**src/tbs_pkg.sv**
```systemverilog
// Shared types and constants of the texture sampler.
// No dependencies; every module of the block imports it.
package tbs_pkg;

    // Parameter defaults
    localparam int STORE_BYTES_DEF = 65536;
    localparam int COORD_FRAC_DEF  = 16;
    localparam int WEIGHT_BITS_DEF = 8;

    // Fixed field widths
    localparam int COORD_W   = 18;
    localparam int SIZE_W    = 13;
    localparam int CHAN_W    = 3;
    localparam int ADDR_IN_W = 16;
    localparam int BYTE_W    = 8;
    localparam int VALUE_W   = 16;
    localparam int CFG_IDX_W = 2;

    // Texel index (y*width + x) and byte base ((index)*channels, plus headroom)
    localparam int TIDX_W = 26;
    localparam int BASE_W = 30;

    // Four neighbors, three color bytes each, two read ports per store copy
    localparam int NTAP  = 4;
    localparam int NCHAN = 3;
    localparam int NREAD = NTAP * NCHAN;
    localparam int NBANK = NREAD / 2;

    // Configuration register indexes
    localparam logic [CFG_IDX_W-1:0] REG_WIDTH    = 2'd0;
    localparam logic [CFG_IDX_W-1:0] REG_HEIGHT   = 2'd1;
    localparam logic [CFG_IDX_W-1:0] REG_CHANNELS = 2'd2;

    typedef enum logic [1:0] {
        OP_WRITE     = 2'd0,
        OP_BILINEAR  = 2'd1,
        OP_INTENSITY = 2'd2,
        OP_NEAREST   = 2'd3
    } op_t;

    typedef struct packed {
        logic valid;
        op_t  op;
    } ctl_t;

    typedef struct packed {
        logic [ADDR_IN_W-1:0] addr;
        logic [BYTE_W-1:0]    data;
    } wr_t;

endpackage

```
**src/tbs_coord.sv**
```systemverilog
// One coordinate axis: clamp, scale by size minus one, split into neighbors and weight.
// Two register stages. Depends on tbs_pkg.
module tbs_coord
    import tbs_pkg::*;
#(
    parameter int COORD_FRAC_BITS = COORD_FRAC_DEF,
    parameter int WEIGHT_BITS     = WEIGHT_BITS_DEF
)
(
    input  logic                       clk,
    input  logic                       en,
    input  logic signed [COORD_W-1:0]  coord,
    input  logic [SIZE_W-1:0]          size_m1,
    input  logic                       nearest,
    output logic [SIZE_W-1:0]          lo,
    output logic [SIZE_W-1:0]          hi,
    output logic [WEIGHT_BITS-1:0]     weight
);

    localparam int CW = COORD_FRAC_BITS + 1;
    localparam int RW = (CW > COORD_W - 1) ? CW : COORD_W - 1;
    localparam int SW = CW + SIZE_W;
    localparam logic [RW-1:0] ONE  = RW'(1) << COORD_FRAC_BITS;
    localparam logic [SW-1:0] HALF = SW'(1) << (COORD_FRAC_BITS - 1);

    logic [RW-1:0]              pos;
    logic [RW-1:0]              clamped;
    logic [SW-1:0]              scaled_next;
    logic [SW-1:0]              scaled_reg;
    logic                       near_reg;
    logic [COORD_FRAC_BITS-1:0] frac;
    logic [SIZE_W-1:0]          floor_v;
    logic [SIZE_W-1:0]          round_v;
    logic [WEIGHT_BITS-1:0]     wt;
    logic [SIZE_W-1:0]          lo_next;
    logic [SIZE_W-1:0]          hi_next;
    logic [WEIGHT_BITS-1:0]     weight_next;
    logic [SIZE_W-1:0]          lo_reg;
    logic [SIZE_W-1:0]          hi_reg;
    logic [WEIGHT_BITS-1:0]     weight_reg;

    // Clamp to 0..1 and scale
    always_comb
    begin
        pos         = RW'(coord[COORD_W-2:0]);
        clamped     = coord[COORD_W-1] ? '0 : ((pos > ONE) ? ONE : pos);
        scaled_next = SW'(CW'(clamped)) * SW'(size_m1);
    end

    always_ff @(posedge clk)
    begin
        if (en)
        begin
            scaled_reg <= scaled_next;
            near_reg   <= nearest;
        end
    end

    // Split into floor, ceiling and weight; nearest uses the rounded point twice
    always_comb
    begin
        frac    = scaled_reg[COORD_FRAC_BITS-1:0];
        floor_v = SIZE_W'(scaled_reg >> COORD_FRAC_BITS);
        round_v = SIZE_W'((scaled_reg + HALF) >> COORD_FRAC_BITS);
        wt      = WEIGHT_BITS'({frac, {WEIGHT_BITS{1'b0}}} >> COORD_FRAC_BITS);
        if (near_reg)
        begin
            lo_next     = round_v;
            hi_next     = round_v;
            weight_next = '0;
        end
        else
        begin
            lo_next     = floor_v;
            hi_next     = floor_v + SIZE_W'(frac != '0);
            weight_next = wt;
        end
    end

    always_ff @(posedge clk)
    begin
        if (en)
        begin
            lo_reg     <= lo_next;
            hi_reg     <= hi_next;
            weight_reg <= weight_next;
        end
    end

    assign lo     = lo_reg;
    assign hi     = hi_reg;
    assign weight = weight_reg;

endmodule

```
**config.mk**
```make
export PLATFORM = sky130hd
export DESIGN_NAME = tbs_coord
export DESIGN_NICKNAME = d
export VERILOG_FILES = /design/src/tbs_pkg.sv /design/src/tbs_coord.sv
export SDC_FILE = /design/constraint.sdc
export NUM_CORES = 1
export LEC_CHECK = 0
export BUFFER_PORTS_ARGS = -buffer_cell sky130_fd_sc_hd__buf_2
export CAP_MARGIN = 20
export CORE_MARGIN = 8
export CORE_UTILIZATION = 40
export CTS_CLUSTER_DIAMETER = 40
export DETAILED_ROUTE_END_ITERATION = 8
export GPL_ROUTABILITY_DRIVEN = 0
export PLACE_DENSITY = 0.62
export SYNTH_ARGS = -nofsm -noshare
export SYNTH_HDL_FRONTEND = slang
export SYNTH_SLANG_ARGS = --single-unit
```
**constraint.sdc**
```tcl
create_clock -name clk -period 6.1 [get_ports clk]
set_input_delay 0.61 -clock clk [delete_from_list [all_inputs] [get_ports clk]]
set_output_delay 0.61 -clock clk [all_outputs]
set_load 0.05 [all_outputs]
```
After elaboration in Yosys (flattened, before gate mapping):

Index checks and enable logic that the tools add are counted.

* input bits: 34
* logic and storage cells: 14
* output and inout port bits: 34
* bits in registers: 64

* mux-type cells: 4
* magnitude comparators: 1
* $add $sub $neg: 2
* reduce and logical (&&, ||, !) cells: 1
* multiply operators: 1

Operator list (number)
* 17-bit 2-to-1 mux: 2
* 29-bit by 16-bit adder with 29-bit output (second input constant): 1
* 17-bit by 13-bit multiplier with 29-bit output: 1
* 13-bit 2-to-1 mux: 2
* 17-bit > comparator (second input constant): 1
* 16-bit nonzero test: 1
* 13-bit by 1-bit adder with 13-bit output: 1

Depth between registers and ports, before layout:

* depth in word-level cells: 4
* gate-level depth with buffers: 25
* depth with buffers taken out: 22

Worst setup path before layout:

OpenSTA, ideal clock, no wires.

* path type: input-to-reg
* start point: in coord[14]
* end point: reg scaled_reg[26] (data pin)
* library setup time: 255 ps
* data arrival time: 5993 ps
* slack: -148 ps
* cell stages on the path: 21
* required time: 5845 ps
* path buffers: 3
* cells stage by stage: nor4_1 > nand4_1 > a21oi_2 > buf_4 > clkbuf_1 > and3_1 > fa_1 > fa_1 > fa_1 > fa_1 > inv_1 > fa_1 > inv_1 > ha_1 > buf_6 > a21o_1 > a21o_1 > nor3_1 > a21oi_1 > or4_1 > and3_1

* longest elaborated chain between the ends: 4

RTL lines
* start, declared: RTL line tbs_coord.sv:12 `input logic signed [COORD_W-1:0] coord,`
* 17-bit > comparator: RTL line tbs_coord.sv:46 `clamped = coord[COORD_W-1] ? '0 : ((pos > ONE) ? ONE : pos);`
* 17-bit 2-to-1 mux * (2 in series): RTL line tbs_coord.sv:46
* 17-bit by 13-bit multiplier with 29-bit output *: RTL line tbs_coord.sv:47 `scaled_next = SW'(CW'(clamped)) * SW'(size_m1);`
* named net scaled_next[26]: RTL line tbs_coord.sv:28 `logic [SW-1:0] scaled_next;`
* end signal, assigned: RTL line tbs_coord.sv:54 `scaled_reg <= scaled_next;`
* end, declared: RTL line tbs_coord.sv:29 `logic [SW-1:0] scaled_reg;`

Mark *: on every way through the listed nets, which the timed path passes. The rest lies on a longest branch.
A chain may end at the register's enable or synchronous reset.

Worst setup path after layout:

* start point: in coord[2]
* end point: reg scaled_reg[26] (data pin)

The elaborated chain is that of the path after synthesis.

==> impl_metrics.yaml <==
cts:
  clk_transition_reported_paths_ps: 50
  htreeDepth: 3
  cts_sinks: 64
  clk_latency_ps: 330
  cts_buffers: 9
  cts_tree: "done"
  root_buffer: "clkbuf_16"
  ctsLongestPathBuffers: 2
synth:
  yosysUniqueCellTypes: 49
  synth_cells: 1030
  yosysWarningCount: 0
  avgSynthCellArea_um2: 9.571
  yosysSeqAreaShare: 0.1949
  synthArstFlopShare: 0
  synth_edf_count: 64
  ys_seq_elements: 64
  synth_fp_nets: 1303
  synth_flop_cell: "edfxtp_1"
  netlist_area_mm2: 0.009858
placed_design:
  port_buffers: 67
  post-place-ws_ps: -548.1
  postPlaceCellArea_mm2: 0.01130
  hpwlAfterDp_mm: 18.58
sta:
  min_period_ps: 6067
  fin_crit_sh: 0.9947
  relSlewSlack: 0.5017
  finalSetupTns_ps: 0
  setup_violations: 0
  rsz0062_at_grt: "true"
  fmax_mhz: 164.8
  finalMaxSlewViolations: 0
  timing.final.ws_setup_ps: 32.52
  hold_viol: 0
  fin_skew_ps: 7.275
  worstMarginPinSlew_ps: 747.5
job:
  drv_cap: 0
critical_path:
  required_ps: 6180
  worst-r2r-setup-slack_ps: 3800
  cp-start-kind: "input port"
  critical_path_class: "in -> reg"
  end_kind: "register"
  worstPathArrival_ps: 6140
  crit_fanout: 8
global_routing:
  track_usage: 0.1524
  grt_antenna_before_repair: 0
  grt_pass1_vias: 7544
  grt_first_pass_wirelength_mm: 37.75
  grt_max_degree: 65
  grt_overflow: 0
floorplanning:
  core-area_mm2: 0.02425
  ioPinCount: 68
  die_w_um: 173.0
  rows: 57
  dieHeight_um: 173.0
  dieArea_mm2: 0.02993
  start_util: 0.4066
cells_and_area:
  seqCellArea_mm2: 0.001922
  drive_gt1_frac: 0.2773
  largest_reg_flops: 29
  most-common-layout-cells: "inv_1 (205), fa_1 (147), nand2_1 (120), buf_4 (112), and3_1 (88)"
  nets: 1458
  diodes: 0
  fillers: 2249
  design_area_mm2: 0.01231
  final_common_cell: "inv_1"
  multi_input_area_mm2: 0.007440
  area_growth_pct: 24.91
run_status:
  status: "complete, no violations"
drt:
  wl_mm: 22.81
  route.vias.total: 7340
  via_per_inst: 4.848
  drt_iter0_drc: 295
  drtAntennaViolNets: 0
  post-route-drc-count: 0
  routedWlPerCell_um: 15.07
  drt-pass1-iter-count: 5
pwr:
  p_per_area_mw_per_mm2: 212.3
  p_leak_nw: 6.086
  vdd_ir_drop_max_mv: 0.2124
hold_path:
  hp-class: "in -> reg"
power breakdown:
group	switching, W	internal (W)
logic	0.000831	0.000625
clock network	0.000167	0.000271
registers	0.0000731	0.000647
total	0.00107	0.00154
cell families after synthesis:
| logic type | Yosys count | synth area share |
|---|---|---|
| mux | 2 | 0.002031 |
| flops | 64 | 0.1949 |
| compound gates | 75 | 0.05458 |
| xor+xnor | 51 | 0.04531 |
| buf+inv | 273 | 0.1069 |
| simple gates | 326 | 0.1680 |
| fa+ha+maj | 239 | 0.4282 |
what timing repair did:
action,4_1_cts,5_1_grt
resized for setup,59,76
pin swaps,56,54
buffers inserted,12,9
hold buffers,0,0
setup endpoints to repair,10,13
gates cloned,1,1
through the flow:
| step | utilization | hold slack (ps) | instances | total power (W) |
|---|---|---|---|---|
| floorplan | - | 537.0 | 1030 | 0.001631 |
| global placement | 0.4660 | 571.6 | 1476 | 0.002016 |
| detailed placement | 0.4660 | 570.0 | 1476 | 0.002030 |
| CTS | 0.4936 | 454.7 | 1505 | 0.002587 |
| global route | 0.5078 | 456.8 | 1514 | 0.002830 |
| finish | 0.5078 | 469.2 | 1514 | 0.002615 |
worst max-delay path, stage by stage:
cell	delay (ps)
buf_8	100
nor4_4	250
buf_4	160
nand4_1	140
a21oi_4	210
buf_12	150
buf_12	110
and2_4	160
nand2_1	70
fa_1	500
inv_1	50
fa_1	540
fa_1	440
fa_1	540
inv_1	50
fa_1	550
inv_2	50
ha_4	250
a21oi_4	150
o22ai_2	100
nor3_2	190
a21oi_2	80
or4_1	510
and3_1	160
final cells by class:
class | instances | area share
Clock buffer | 10 | 0.01859
Clock inverter | 6 | 0.002947
Inverter | 220 | 0.06706
Multi-Input combinational cell | 693 | 0.6041
Sequential cell | 64 | 0.1561
Tap cell | 324 | 0.03292
Timing Repair Buffer | 197 | 0.1183
routing by layer:
metal	routed length, um	global-route usage
met1	10950	0.2094
met2	10330	0.2469
met3	1235	0.02592
met4	299	0.03701
met5	0	0
synthesized netlist by cell type, types with 2 or more instances:
cell type,instances,share of area
fa_1,164,0.33
mux2i_1,2,0.0020
a41oi_1,2,0.0018
xnor2_1,31,0.028
nor2_1,14,0.0053
a21oi_2,2,0.0018
o21ai_1,2,0.0010
and2_0,6,0.0038
nand4_1,11,0.0070
a211oi_1,3,0.0023
o21ai_0,13,0.0066
inv_1,220,0.084
buf_2,10,0.0051
nor4_1,9,0.0057
o211ai_1,4,0.0030
a21o_1,6,0.0046
edfxtp_1,64,0.19
nand3_1,14,0.0071
o21bai_1,2,0.0015
and3_1,96,0.061
o211ai_2,3,0.0038
a31oi_1,3,0.0019
clkbuf_2,4,0.0020
and2_1,25,0.016
ha_1,75,0.095
a21boi_0,2,0.0015
nor3_1,2,0.0010
xor2_1,20,0.018
o21ai_2,2,0.0018
nand2_1,134,0.051
nor2b_1,9,0.0057
a21oi_1,24,0.012
clkbuf_1,36,0.014
final timing paths:
path,from,to,cells after the start
worst min-delay path,nearest,near_reg,1
worst max-delay path,coord[2],scaled_reg[26],24
worst max register to register,scaled_reg[15],hi[10],9
worst min register to register,scaled_reg[8],weight[0],1
No activity file was read; power rests on OpenSTA's default activity.
