File: src/tbs_pkg.sv
// Shared types and constants of the texture sampler.
// No dependencies; every module of the block imports it.
package tbs_pkg;

    // Parameter defaults
    localparam int STORE_BYTES_DEF = 65536;
    localparam int COORD_FRAC_DEF  = 16;
    localparam int WEIGHT_BITS_DEF = 8;

    // Fixed field widths
    localparam int COORD_W   = 18;
    localparam int SIZE_W    = 13;
    localparam int CHAN_W    = 3;
    localparam int ADDR_IN_W = 16;
    localparam int BYTE_W    = 8;
    localparam int VALUE_W   = 16;
    localparam int CFG_IDX_W = 2;

    // Texel index (y*width + x) and byte base ((index)*channels, plus headroom)
    localparam int TIDX_W = 26;
    localparam int BASE_W = 30;

    // Four neighbors, three color bytes each, two read ports per store copy
    localparam int NTAP  = 4;
    localparam int NCHAN = 3;
    localparam int NREAD = NTAP * NCHAN;
    localparam int NBANK = NREAD / 2;

    // Configuration register indexes
    localparam logic [CFG_IDX_W-1:0] REG_WIDTH    = 2'd0;
    localparam logic [CFG_IDX_W-1:0] REG_HEIGHT   = 2'd1;
    localparam logic [CFG_IDX_W-1:0] REG_CHANNELS = 2'd2;

    typedef enum logic [1:0] {
        OP_WRITE     = 2'd0,
        OP_BILINEAR  = 2'd1,
        OP_INTENSITY = 2'd2,
        OP_NEAREST   = 2'd3
    } op_t;

    typedef struct packed {
        logic valid;
        op_t  op;
    } ctl_t;

    typedef struct packed {
        logic [ADDR_IN_W-1:0] addr;
        logic [BYTE_W-1:0]    data;
    } wr_t;

endpackage

File: src/tbs_blend.sv
// Two-stage bilinear blend of one channel: horizontal lerps, then vertical lerp.
// Depends on tbs_pkg.
module tbs_blend
    import tbs_pkg::*;
#(
    parameter int WEIGHT_BITS = WEIGHT_BITS_DEF
)
(
    input  logic                   clk,
    input  logic                   en,
    input  logic [BYTE_W-1:0]      q [NTAP],
    input  logic [WEIGHT_BITS-1:0] wu,
    input  logic [WEIGHT_BITS-1:0] wv,
    output logic [VALUE_W-1:0]     value
);

    localparam int WW    = WEIGHT_BITS + 1;
    localparam int RW    = BYTE_W + WW;
    localparam int FW    = RW + WW;
    localparam int SHIFT = 2 * WEIGHT_BITS - 8;
    localparam logic [WW-1:0] ONE = WW'(1) << WEIGHT_BITS;

    logic [WW-1:0]          wu_c;
    logic [WW-1:0]          wv_c;
    logic [RW-1:0]          r0_next;
    logic [RW-1:0]          r1_next;
    logic [RW-1:0]          r0_reg;
    logic [RW-1:0]          r1_reg;
    logic [WEIGHT_BITS-1:0] wv_reg;
    logic [FW-1:0]          f;
    logic [VALUE_W-1:0]     value_reg;

    // Horizontal lerps
    always_comb
    begin
        wu_c    = ONE - WW'(wu);
        r0_next = RW'(q[0]) * RW'(wu_c) + RW'(q[1]) * RW'(wu);
        r1_next = RW'(q[2]) * RW'(wu_c) + RW'(q[3]) * RW'(wu);
    end

    always_ff @(posedge clk)
    begin
        if (en)
        begin
            r0_reg <= r0_next;
            r1_reg <= r1_next;
            wv_reg <= wv;
        end
    end

    // Vertical lerp, truncate to 8 fraction bits
    always_comb
    begin
        wv_c = ONE - WW'(wv_reg);
        f    = FW'(r0_reg) * FW'(wv_c) + FW'(r1_reg) * FW'(wv_reg);
    end

    always_ff @(posedge clk)
    begin
        if (en)
            value_reg <= VALUE_W'(f >> SHIFT);
    end

    assign value = value_reg;

endmodule
File: config.mk
export PLATFORM = sky130hd
export DESIGN_NAME = tbs_blend
export DESIGN_NICKNAME = d
export VERILOG_FILES = /design/src/tbs_pkg.sv /design/src/tbs_blend.sv
export SDC_FILE = /design/constraint.sdc
export NUM_CORES = 1
export LEC_CHECK = 0
export BUFFER_PORTS_ARGS = -buffer_cell sky130_fd_sc_hd__buf_2
export CORE_ASPECT_RATIO = 0.7
export CORE_MARGIN = 5
export CORE_UTILIZATION = 55
export CTS_CLUSTER_SIZE = 8
export DETAILED_ROUTE_END_ITERATION = 12
export PLACE_DENSITY = 0.72
export SLEW_MARGIN = 10
export SYNTH_ARGS = -nofsm -noshare
export SYNTH_HDL_FRONTEND = slang
export SYNTH_SLANG_ARGS = --single-unit
export TNS_END_PERCENT = 1
File: constraint.sdc
create_clock -name clk -period 12.8 [get_ports clk]
set_input_delay 1.28 -clock clk [delete_from_list [all_inputs] [get_ports clk]]
set_output_delay 1.28 -clock clk [all_outputs]
set_load 0.05 [all_outputs]
# Word level (Yosys, flattened, before mapping)
# Cells that the tools add are included.
[word_totals] ff_bits=58 inputBits=50 output_inout_bits=16 wordCells=15
[op_classes] n_addsub=5 n_mul=6
[ops] op="17-bit by 16-bit adder with 17-bit output" count=2
[ops] op="8-bit by 9-bit multiplier with 17-bit output" count=2
[ops] op="8-bit by 8-bit multiplier with 16-bit output" count=2
[ops] op="24-bit adder" count=1
[ops] op="17-bit by 8-bit multiplier with 24-bit output" count=1
[ops] op="17-bit by 9-bit multiplier with 24-bit output" count=1
[ops] op="9-bit by 8-bit subtractor with 9-bit output, first input constant" count=2

# Depth between registers and ports, before layout
[logic_depth] ltp_word=3 ltp_mapped=28 depth_no_buf=25

# Least setup slack after synthesis
# Ideal clock, no wire load.
[synth_timing] kind="in2reg" startpoint="input wu[0]" endpoint="register r1_reg[15], data pin" setup_time_ns=0.265 arrival_ns=7.370 t_required_ns=12.535 slack_ns=5.165 path_stages=25 n_path_buf=3 path_cell_list="clkbuf_1 -> clkbuf_1 -> inv_1 -> ha_1 -> nand2_1 -> xor2_1 -> clkbuf_1 -> nand2_1 -> fa_1 -> inv_1 -> fa_1 -> inv_1 -> fa_1 -> fa_1 -> fa_1 -> fa_1 -> inv_1 -> ha_1 -> nand2_1 -> nand2_1 -> a31o_2 -> a311o_1 -> a31oi_1 -> o21ai_0 -> xor2_1"
[synth_between] elab_chain_len=3 word_cells_on_any_way=4 cone_classes="2 x add/sub; 2 x mul"
[synth_rtl] element="start, declared" line_no="tbs_blend.sv:12" source="input logic [WEIGHT_BITS-1:0] wu,"
[synth_rtl] element="9-bit by 8-bit subtractor with 9-bit output" line_no="tbs_blend.sv:36" source="wu_c = ONE - WW'(wu);"
[synth_rtl] element="8-bit by 9-bit multiplier with 17-bit output" line_no="tbs_blend.sv:38" source="r1_next = RW'(q[2]) * RW'(wu_c) + RW'(q[3]) * RW'(wu);"
[synth_rtl] element="17-bit by 16-bit adder with 17-bit output *" line_no="tbs_blend.sv:38"
[synth_rtl] element="via r1_next[15]" line_no="tbs_blend.sv:26" source="logic [RW-1:0] r1_next;"
[synth_rtl] element="end signal, assigned" line_no="tbs_blend.sv:46" source="r1_reg <= r1_next;"
[synth_rtl] element="end, declared" line_no="tbs_blend.sv:28" source="logic [RW-1:0] r1_reg;"
# Mark *: on every way through the listed nets, which the timed path passes. The rest lies on a longest branch.
# A chain may end at the register's enable or synchronous reset.

# Worst setup path after layout
[layout_timing] startpoint="register wv_reg[1]" endpoint="register value_reg[15] (netlist: value[15]), data pin"
[layout_between] elab_chain_len=3 word_cells_on_any_way=4 cone_classes="2 x add/sub; 2 x mul"
[layout_rtl] element="start, declared" line_no="tbs_blend.sv:29" source="logic [WEIGHT_BITS-1:0] wv_reg;"
[layout_rtl] element="start signal, assigned" line_no="tbs_blend.sv:47" source="wv_reg <= wv;"
[layout_rtl] element="9-bit by 8-bit subtractor with 9-bit output" line_no="tbs_blend.sv:54" source="wv_c = ONE - WW'(wv_reg);"
[layout_rtl] element="17-bit by 9-bit multiplier with 24-bit output" line_no="tbs_blend.sv:55" source="f = FW'(r0_reg) * FW'(wv_c) + FW'(r1_reg) * FW'(wv_reg);"
[layout_rtl] element="24-bit adder *" line_no="tbs_blend.sv:55"
[layout_rtl] element="via f[23]" line_no="tbs_blend.sv:30" source="logic [FW-1:0] f;"
[layout_rtl] element="end signal, assigned" line_no="tbs_blend.sv:61" source="value_reg <= VALUE_W'(f >> SHIFT);"
[layout_rtl] element="end, declared" line_no="tbs_blend.sv:31" source="logic [VALUE_W-1:0] value_reg;"
# Marks and branches as above.

==> summary.txt <==
Count leader, synth = inv_1
Max cap viols = 0
Core ar. = 35780 um^2
Post-route minimum period = 8.291 ns
Die H = 169.0 um
Post-layout util = 58.62%
Final setup vio count = 0
Syn. warnings = 0
R2r worst-path depth = 20
RSZ-0062 raised after global routing = no
Routability congestion estimate from global placement = 0.9562
DR pass1 iterations = 6
ANT nets after route = 0
Routed wire per std cell = 18.14 um
# rows = 58
Detailed Route WL = 47.84 mm
Max Fclk = 0.1206 GHz
Crit start category = flip-flop
Grt total ovfl = 0
Setup TNS = 0 ns
Critical Path End Type = flip-flop
Post-synth top flop = edfxtp_1
Longest Clk Path Bufs = 2
Buf/Inv on CP = 3
Share of cells above drive strength 1 = 5.053%
Via count = 13912
Vias per cell = 5.274
Die footprint = 40090 um^2
Number of antenna violations at the first check in global routing = 1
Postcts setup bufs = 0
Hold worst-path end = wv_reg[6]
Async SR Flop Fraction = 0%
Relative slew slack = 30.91%
Worst Path Required = 12.90 ns
Fin crit share = 64.77%
Top cell type's share of synthesized area = 44.13%
Min-Delay Path Depth = 1
FF-to-FF setup slack = 4.51 ns
CTS sink count = 58
CTS Hold Bufs = 0
Synthesized area per cell = 9.320 um^2
Layout Nets = 2843
Crit-path cells = nor3_1 > xnor2_2 > nand2_1 > fa_1 > fa_1 > fa_1 > inv_1 > fa_1 > fa_1 > inv_1 > fa_1 > inv_1 > ha_1 > a211oi_1 > nand2_1 > or3_1 > a41oi_1 > o31ai_1 > or4_1 > o311a_1
Port buffer count = 65
CTS tree = done
Outcome = finished clean
R2r endpoint = value[15]
Total Routing Usage GR = 25.09%
Post-Syn Area = 19870 um^2
Vias in the first global route = 14717
DRC Markers = 0
Root Driver = clkbuf_16
Crit path max fanout = 21
Worst-margin pin slew = 1.031 ns
Area occupied by multi-input gates = 15690 um^2
Critical Path Most Common Cell = fa_1
Starting density of the core = 55.54%
Max H-tree Level = 3
Storage element area = 1742 um^2
Die width = 237.2 um
Reg clk slew, reported paths = 0.06 ns
Slew Limit Fails = 0
Clock Skew = 0.01058 ns
DRT iter0 DRCs = 1278
Dpl hpwl = 40.22 mm
Final Hold Vio Count = 0
Min-delay src = wv[6]
Number of synthesized flops with an enable pin = 58
Cts bufs inserted = 9
I/O pin count = 66
Synth top area cells = fa_1 44%, ha_1 13%, inv_1 11%
Resized Gates After CTS = 0
Fillers = 3094
Top Family by Delay on Critical Path = adder cells
WP data arrival = 8.39 ns
Top cells by count, synth = 583 x inv_1, 438 x fa_1, 295 x and2_1, 277 x nand2_1, 203 x ha_1
Slowest CP cell = edfxtp_1
Crit path depth = 20
#FFs+latches synth = 58
Clk_lat worst skew = 0.36 ns
Seq/Total Area, Yosys = 8.765%
First-pass GRT wire length = 79.34 mm
Yosys top cell by area = fa_1
Maximum number of pins on one net before global-route repair = 59
Synthesized Nets = 2823
Type of the tightest min-delay check = in2reg
Max stage delay on crit path = 0.97 ns
Setup Crit Path Kind = reg2reg
Layout area overhead = 5.547%
Reg2reg start = wv_reg[1]
Post-synth cell types = 46
Gate Count Post-Synth = 2132
-- per-stage QoR --
stage | cell area [um^2] | instances | hold slack (ns) | setup WS, ns
finish | 20970 | 2638 | 1.090 | 4.509
global route | 20970 | 2637 | 1.085 | 4.161
CTS | 20970 | 2637 | 1.075 | 4.609
detailed placement | 20660 | 2621 | 1.218 | 4.632
global placement | 20660 | 2621 | 1.214 | 4.766
floorplan | 19870 | 2132 | 0.9372 | 5.165
-- worst max-delay path by stage --
stage / from / slack (ns) / endpoint
global route: wv_reg[1] / 4.16 / value[15]
global placement: wv_reg[1] / 4.77 / value[15]
detailed placement: wv_reg[5] / 4.63 / value[15]
finish: wv_reg[1] / 4.51 / value[15]
CTS: wv_reg[1] / 4.61 / value[15]
floorplan: wu[0] / 5.16 / r1_reg[15]
-- cell usage in the layout, fill, tap and decap left out, drive strengths merged, types with 4 or more instances in the layout --
| cell type | Yosys | final |
|---|---|---|
| o21a | 4 | 4 |
| edfxtp | 58 | 58 |
| inv | 583 | 583 |
| fa | 438 | 438 |
| ha | 203 | 203 |
| a21o | 10 | 10 |
| and2 | 300 | 300 |
| o21bai | 6 | 6 |
| or3 | 7 | 7 |
| buf | 15 | 80 |
| nand3 | 4 | 4 |
| nor3 | 14 | 14 |
| a21oi | 25 | 25 |
| o21ai | 12 | 12 |
| xor2 | 16 | 16 |
| nand2 | 278 | 278 |
| clkbuf | 56 | 10 |
| xnor2 | 50 | 50 |
| a31oi | 7 | 7 |
| nor2 | 15 | 15 |
-- routing by layer --
metal | vias up | wire length (um) | global-route usage [%]
met5 | - | 0 | 0
met4 | 0 | 581 | 3.486
met3 | 54 | 5792 | 8.664
met2 | 571 | 20390 | 36.50
met1 | 7059 | 21070 | 37.59
li1 | 6228 | - | -
-- cell type report --
type                    instances  share of cell area [%]
clock buffers                  10                   1.092
clock inverters                 6                  0.3878
diodes                          1                 0.01193
multi-input cells            1420                   74.82
well taps                     480                   2.864
inverters                     583                   10.43
flip-flops and latches         58                   8.305
repair buffers                 80                   2.088
-- kinds of logic (layout without fill, tap and decap cells) --
group	after synthesis	after routing	synth area share, %
xor+xnor	67	67	3.022
other cells	0	1	0
simple gates	629	629	16.18
flops	58	58	8.765
buf+inv	654	679	12.41
compound gates	83	83	2.714
fa+ha+maj	641	641	56.91
Power is not shown: default switching activity piles up to over one toggle a cycle in this logic, so the estimate is an artifact.
