`src/tbs_pkg.sv`:
```
// Shared types and constants of the texture sampler.
// No dependencies; every module of the block imports it.
package tbs_pkg;

    // Parameter defaults
    localparam int STORE_BYTES_DEF = 65536;
    localparam int COORD_FRAC_DEF  = 16;
    localparam int WEIGHT_BITS_DEF = 8;

    // Fixed field widths
    localparam int COORD_W   = 18;
    localparam int SIZE_W    = 13;
    localparam int CHAN_W    = 3;
    localparam int ADDR_IN_W = 16;
    localparam int BYTE_W    = 8;
    localparam int VALUE_W   = 16;
    localparam int CFG_IDX_W = 2;

    // Texel index (y*width + x) and byte base ((index)*channels, plus headroom)
    localparam int TIDX_W = 26;
    localparam int BASE_W = 30;

    // Four neighbors, three color bytes each, two read ports per store copy
    localparam int NTAP  = 4;
    localparam int NCHAN = 3;
    localparam int NREAD = NTAP * NCHAN;
    localparam int NBANK = NREAD / 2;

    // Configuration register indexes
    localparam logic [CFG_IDX_W-1:0] REG_WIDTH    = 2'd0;
    localparam logic [CFG_IDX_W-1:0] REG_HEIGHT   = 2'd1;
    localparam logic [CFG_IDX_W-1:0] REG_CHANNELS = 2'd2;

    typedef enum logic [1:0] {
        OP_WRITE     = 2'd0,
        OP_BILINEAR  = 2'd1,
        OP_INTENSITY = 2'd2,
        OP_NEAREST   = 2'd3
    } op_t;

    typedef struct packed {
        logic valid;
        op_t  op;
    } ctl_t;

    typedef struct packed {
        logic [ADDR_IN_W-1:0] addr;
        logic [BYTE_W-1:0]    data;
    } wr_t;

endpackage

```
`src/tbs_addr.sv`:
```
// Byte base addresses of the four neighbor texels and the store range check.
// Three register stages: row product, texel index, byte base. Depends on tbs_pkg.
module tbs_addr
    import tbs_pkg::*;
#(
    parameter int STORE_BYTES = STORE_BYTES_DEF
)
(
    input  logic                clk,
    input  logic                en,
    input  logic [SIZE_W-1:0]   ulo,
    input  logic [SIZE_W-1:0]   uhi,
    input  logic [SIZE_W-1:0]   vlo,
    input  logic [SIZE_W-1:0]   vhi,
    input  logic [SIZE_W-1:0]   wd,
    input  logic [CHAN_W-1:0]   chans,
    input  logic                color,
    output logic [BASE_W-1:0]   base [NTAP],
    output logic                bad
);

    logic [TIDX_W-1:0] row_lo_reg;
    logic [TIDX_W-1:0] row_hi_reg;
    logic [SIZE_W-1:0] ulo_reg;
    logic [SIZE_W-1:0] uhi_reg;
    logic              color3_reg;
    logic [TIDX_W-1:0] tidx_next [NTAP];
    logic [TIDX_W-1:0] tidx_reg [NTAP];
    logic              color4_reg;
    logic [BASE_W-1:0] base_next [NTAP];
    logic [BASE_W-1:0] base_reg [NTAP];
    logic [BASE_W-1:0] last_off;
    logic              bad_next;
    logic              bad_reg;

    // Row products
    always_ff @(posedge clk)
    begin
        if (en)
        begin
            row_lo_reg <= TIDX_W'(vlo) * TIDX_W'(wd);
            row_hi_reg <= TIDX_W'(vhi) * TIDX_W'(wd);
            ulo_reg    <= ulo;
            uhi_reg    <= uhi;
            color3_reg <= color;
        end
    end

    // Texel indexes in neighbor order: (lo,lo) (hi,lo) (lo,hi) (hi,hi)
    always_comb
    begin
        tidx_next[0] = row_lo_reg + TIDX_W'(ulo_reg);
        tidx_next[1] = row_lo_reg + TIDX_W'(uhi_reg);
        tidx_next[2] = row_hi_reg + TIDX_W'(ulo_reg);
        tidx_next[3] = row_hi_reg + TIDX_W'(uhi_reg);
    end

    always_ff @(posedge clk)
    begin
        if (en)
        begin
            tidx_reg   <= tidx_next;
            color4_reg <= color3_reg;
        end
    end

    // Byte bases; flag any needed byte at or past the store end
    always_comb
    begin
        last_off = color4_reg ? BASE_W'(NCHAN - 1) : '0;
        bad_next = 1'b0;
        for (int k = 0; k < NTAP; k++)
        begin
            base_next[k] = BASE_W'(tidx_reg[k]) * BASE_W'(chans);
            if ((base_next[k] + last_off) >= BASE_W'(STORE_BYTES))
                bad_next = 1'b1;
        end
    end

    always_ff @(posedge clk)
    begin
        if (en)
        begin
            base_reg <= base_next;
            bad_reg  <= bad_next;
        end
    end

    assign base = base_reg;
    assign bad  = bad_reg;

endmodule

```
`config.mk`:
```
export PLATFORM = sky130hd
export DESIGN_NAME = tbs_addr
export DESIGN_NICKNAME = d
export VERILOG_FILES = /design/src/tbs_pkg.sv /design/src/tbs_addr.sv
export SDC_FILE = /design/constraint.sdc
export NUM_CORES = 2
export LEC_CHECK = 0
export BUFFER_PORTS_ARGS = -buffer_cell sky130_fd_sc_hd__buf_2
export CORE_ASPECT_RATIO = 0.7
export CORE_MARGIN = 8
export CORE_UTILIZATION = 30
export DETAILED_ROUTE_END_ITERATION = 8
export SETUP_SLACK_MARGIN = 0.05
export SKIP_CTS_REPAIR_TIMING = 1
export SYNTH_ARGS = -nofsm -noshare
export SYNTH_HDL_FRONTEND = slang
export SYNTH_SLANG_ARGS = --single-unit
```
`constraint.sdc`:
```
create_clock -name clk -period 9.1 [get_ports clk]
set_input_delay 0.91 -clock clk [delete_from_list [all_inputs] [get_ports clk]]
set_output_delay 0.91 -clock clk [all_outputs]
set_load 0.01 [all_outputs]
```
### Word-level counts from Yosys, hierarchy flattened

Index checks and enable logic that the tools add are counted.

| cells by class | value |
|---|---|
| add/sub/neg operators | 8 |
| $mul | 6 |
| divide/modulo/power cells | 0 |
| $lt $le $gt $ge | 4 |
| eq/ne operators | 0 |
| shift operators | 0 |
| muxes and demuxes | 2 |
| bitwise operators | 0 |
| reductions and logical operators | 1 |

Operators by type and width:

| kind | number |
|---|---|
| 29-bit by 2-bit adder with 30-bit output | 4 |
| 30-bit by 17-bit >= comparator with 1-bit output, second input constant | 4 |
| 26-bit by 3-bit multiplier with 29-bit output | 4 |
| 26-bit by 13-bit adder with 26-bit output | 4 |
| 13-bit by 13-bit multiplier with 26-bit output | 2 |
| 3-bit OR reduction | 1 |
| 2-bit two-way mux | 1 |
| 1-bit two-way mux | 1 |

| word-level totals | value |
|---|---|
| bits in registers | 301 |
| bits in latches | 0 |
| RAM bits | 0 |
| memory bits (read-only) | 0 |
| bits of input ports | 71 |
| output and inout port bits | 121 |
| logic and storage cells | 36 |
| memories kept | 0 |

### Longest topological paths before layout

| depth | value |
|---|---|
| depth after elaboration | 4 |
| gate-level depth with buffers | 27 |
| gate-level depth less buffers | 25 |

### Worst setup path before layout

OpenSTA, ideal clock, no wires.

| timing | value |
|---|---|
| path kind | input-to-reg |
| start point | in wd[1] |
| end point | reg row_lo_reg[25] (data pin) |
| data arrival time | 6.438 ns |
| required time | 8.841 ns |
| path slack | 2.402 ns |
| stages | 26 |
| buffers on the path | 2 |
| cell sequence | clkbuf_1 > clkbuf_1 > nand2_1 > fa_1 > inv_1 > fa_1 > inv_1 > fa_1 > inv_1 > ha_1 > inv_1 > fa_1 > inv_1 > ha_1 > nor2b_1 > o21a_1 > nor3_1 > o31ai_1 > o41ai_2 > o21ai_0 > or4_1 > a31oi_1 > o21bai_1 > a21oi_1 > a21oi_1 > xnor2_1 |

| on the way | value |
|---|---|
| word-level cells in the longest chain between the ends | 1 |

RTL lines:

| item | line | RTL |
|---|---|---|
| start: declaration | tbs_addr.sv:15 | `input logic [SIZE_W-1:0] wd,` |
| 13-bit by 13-bit multiplier with 26-bit output | tbs_addr.sv:41 | `row_lo_reg <= TIDX_W'(vlo) * TIDX_W'(wd);` |
| end signal: assignment | tbs_addr.sv:41 |  |
| end: declaration | tbs_addr.sv:22 | `logic [TIDX_W-1:0] row_lo_reg;` |

Every way passes these cells.
A chain may end at the register's enable or synchronous reset.

==> impl_metrics.csv <==
group,metric,value,unit
run_status,status,"complete, no violations",
synth,yosysTopAreaCell,"edfxtp_1",
synth,yosysSeqAreaShare,26.30,%
global_route,grt_pass1_wl,141200,um
layout,final_nets,4564,
power,p_seq_share,21.2,%
sta,tightest_slew,1018,ps
synth,yosysUniqueCellTypes,96,
synth,synth_top_area_share,26.30,%
power,leakage,17.62,nW
placed_design,hpwl,72780,um
power,pwr-share-clk,10.6,%
hold_path,min_delay_path_depth,0,
clock_tree,clk_pin_slew,60,ps
power,p_sw,6.873,mW
setup_path,cp_max_fo,53,
setup_path,crit_top_cell,"nand2_1",
synth,syn_avg_cell_area,9.256,um2
setup_path,crit_cells,21,
floorplan,coreArea,0.1143,mm2
setup_path,worstPathCellList,"buf_4, buf_4, nand2_1, fa_1, inv_1, ha_1, fa_1, a21o_1, a221oi_2, o21ai_0, xor2_1, nand3_1, nor3_1, nand2_1, mux2_2, a21oi_1, o2bb2ai_1, nor4_1, nand3_1, nor3b_2, nand2_1",
layout,multi_input_area,0.02278,mm2
floorplan,ioPinCount,192,
global_route,antenna_found_initial,12,
synth,synth_top_flop_cell,"edfxtp_1",
sta,rsz0062_at_grt,"no",
floorplan,die_y,299.2,um
sta,max_freq,148.5,MHz
global_route,grt_overflow_total,0,
layout,seqCellArea,0.009039,mm2
sta,finalCritPeriodShare,74.02,%
clock_tree,cts_tree,"built",
global_route,grt_max_degree,94,
sta,slew-limit-headroom,32.13,%
routing,dr_wl_met2,36610,um
power,internal_power,7.082,mW
global_route,grt_usage,13.89,%
flow_run,drv_cap,0,
routing,wl,89960,um
layout,largest_reg_flops,116,
power,p_sw_share,49.25,%
sta,finalMaxSlewViolations,0,
sta,clock_skew,29.42,ps
power,pwr-share-comb,68.2,%
routing,wl_met1,45400,um
floorplan,die_w,420.6,um
routing,drcViolationCount,0,
synth,ys_ff_latch,301,
routing,vias_per_cell,4.823,
placed_design,dp_cells,5331,
placed_design,portBuffers,187,
setup_path,endpoint_kind,"register",
synth,synth_edf_count,301,
power,p_per_area,366.6,mW/mm2
floorplan,rows,104,
setup_path,path_class,"primary input to register",
hold_path,worst_hold_path_type,"register to register",
floorplan,die-area,0.1258,mm2
synth,netlist_area,0.03437,mm2
setup_path,critical_path_buf_inv_count,3,
clock_tree,cts_buffers,37,
layout,drive_above_1_share,7.900,%
clock_tree,htree_levels,2,
sta,period_needed,6736,ps
routing,drt_iter0_drc,1897,
setup_path,r2r_cells,19,
placed_design,gp_congestion,0.8844,
power,ir_drop,246.7,uV
routing,routedWlPerCell,16.65,um
setup_path,cp_slowest_cell,"nor3_1",
sta,setup_viol,0,
setup_path,worst_path_largest_cell_delay,580,ps
setup_path,crit_family,"simple AND/OR/NAND/NOR gates",
setup_path,cp-start-kind,"primary input",
sta,hold_viol_final,0,
floorplan,start_util,30.08,%
clock_tree,clk_latency,580,ps
routing,vias,26060,
synth,synthArstFlopShare,0,%
global_route,grt_pass1_vias,24890,
layout,layout_common_cells,"594 x nand2_1, 558 x inv_1, 346 x fa_1",
layout,mostFrequentLayoutCell,"nand2_1",
setup_path,worstPathArrival,7070,ps
setup_path,cp.required,9430,ps
routing,drt-pass1-iter-count,8,
routing,highest_layer,"met5",
synth,yosysWarningCount,0,
layout,fillerInstances,11800,
layout,layout.cells.non_filler,5402,
routing,ant_nets,0,
clock_tree,clock-root-buffer,"clkbuf_16",
layout,synthToLayoutAreaGrowth,10.76,%
sta,fin_tns_setup,0,ps
clock_tree,cts.sinks,301,
synth,netlist_top_cells_area,"edfxtp_1 26%, fa_1 20%, ha_1 11%, nand2_1 6.5%, inv_1 6.1%",
routing,route.met3.wl,5315,um
synth,synthCells,3713,
clock_tree,clockBufferDepth,3,
==> final timing paths <==
| path | from | to | slack (ps) |
|---|---|---|---|
| max | chans[1] | bad | 2360 |
| min | color3_reg | color4_reg | 440 |
| max reg2reg | tidx_reg[2] | bad | 3310 |
| min reg2reg | color3_reg | color4_reg | 440 |
==> through the flow <==
step / worst slack (ps) / power, mW / hold slack (ps) / cell area [um2] / util, %
6_report: 2364 / 13.96 / 440.7 / 38070 / 33.32
5_1_grt: 1915 / 15.31 / 463.9 / 38060 / 33.32
4_1_cts: 2526 / 14.04 / 451.5 / 38060 / 33.31
3_5_place_dp: 1915 / 12.46 / 406.2 / 36850 / 32.25
3_3_place_gp: 1995 / 12.34 / 456.1 / 36850 / 32.25
2_1_floorplan: 2402 / 9.738 / 400.3 / 34380 / -
==> synthesized netlist by cell type (6+ instances only) <==
master / n
nand2b_1: 25
and2_1: 190
nand2_1: 594
o21ai_0: 99
xnor2_1: 123
nor3b_1: 7
nand3_1: 61
o21bai_1: 17
o31ai_1: 14
nor2b_1: 23
nor2_1: 193
inv_1: 558
o21a_1: 36
or3_1: 16
xor2_1: 86
nor3_1: 53
a21o_1: 52
and4_1: 14
clkbuf_1: 106
fa_1: 346
o211ai_1: 12
nor4_1: 16
a31oi_1: 20
o31a_1: 8
a211o_1: 9
edfxtp_1: 301
a211oi_1: 19
mux2i_1: 12
a2111oi_0: 6
or2_2: 12
a21boi_0: 19
ha_1: 314
nand4_1: 37
and3_1: 36
a21oi_1: 150
==> per-layer routing <==
| layer | vias to the layer above | GRT usage (%) |
|---|---|---|
| met2 | 700 | 20.20 |
| met4 | 6 | 3.837 |
| met1 | 12670 | 21.17 |
| met3 | 95 | 2.160 |
| met5 | - | 0 |
| li1 | 12590 | - |
==> cell families after synthesis <==
| logic type | share of synthesized area (%) |
|---|---|
| flip-flops | 26.30 |
| other | 0.01091 |
| multiplexers | 0.4150 |
| adder cells (fa/ha/maj) | 31.58 |
| AO/OA/AOI/OAI | 10.80 |
| XOR/XNOR | 5.326 |
| buffers and inverters | 7.456 |
| AND/OR/NAND/NOR | 18.11 |
==> final cells by class <==
| cell class | instances | share of cell area (%) |
|---|---|---|
| Sequential cell | 301 | 23.74 |
| Timing Repair Buffer | 195 | 2.662 |
| Tap cell | 1537 | 5.052 |
| Clock buffer | 42 | 2.482 |
| Clock inverter | 25 | 0.6902 |
| Multi-Input combinational cell | 2740 | 59.84 |
| Inverter | 558 | 5.502 |
| Antenna cell | 4 | 0.02629 |
==> power by group through the flow <==
stage / combinational (mW) / sequential, mW / clock, mW
floorplan: 6.82 / 2.92 / 0
global placement: 9.34 / 2.99 / 0
detailed placement: 9.47 / 2.99 / 0
CTS: 9.54 / 2.97 / 1.53
global route: 10.7 / 3.02 / 1.58
finish: 9.52 / 2.96 / 1.48
No activity file was read; power rests on OpenSTA's default activity.
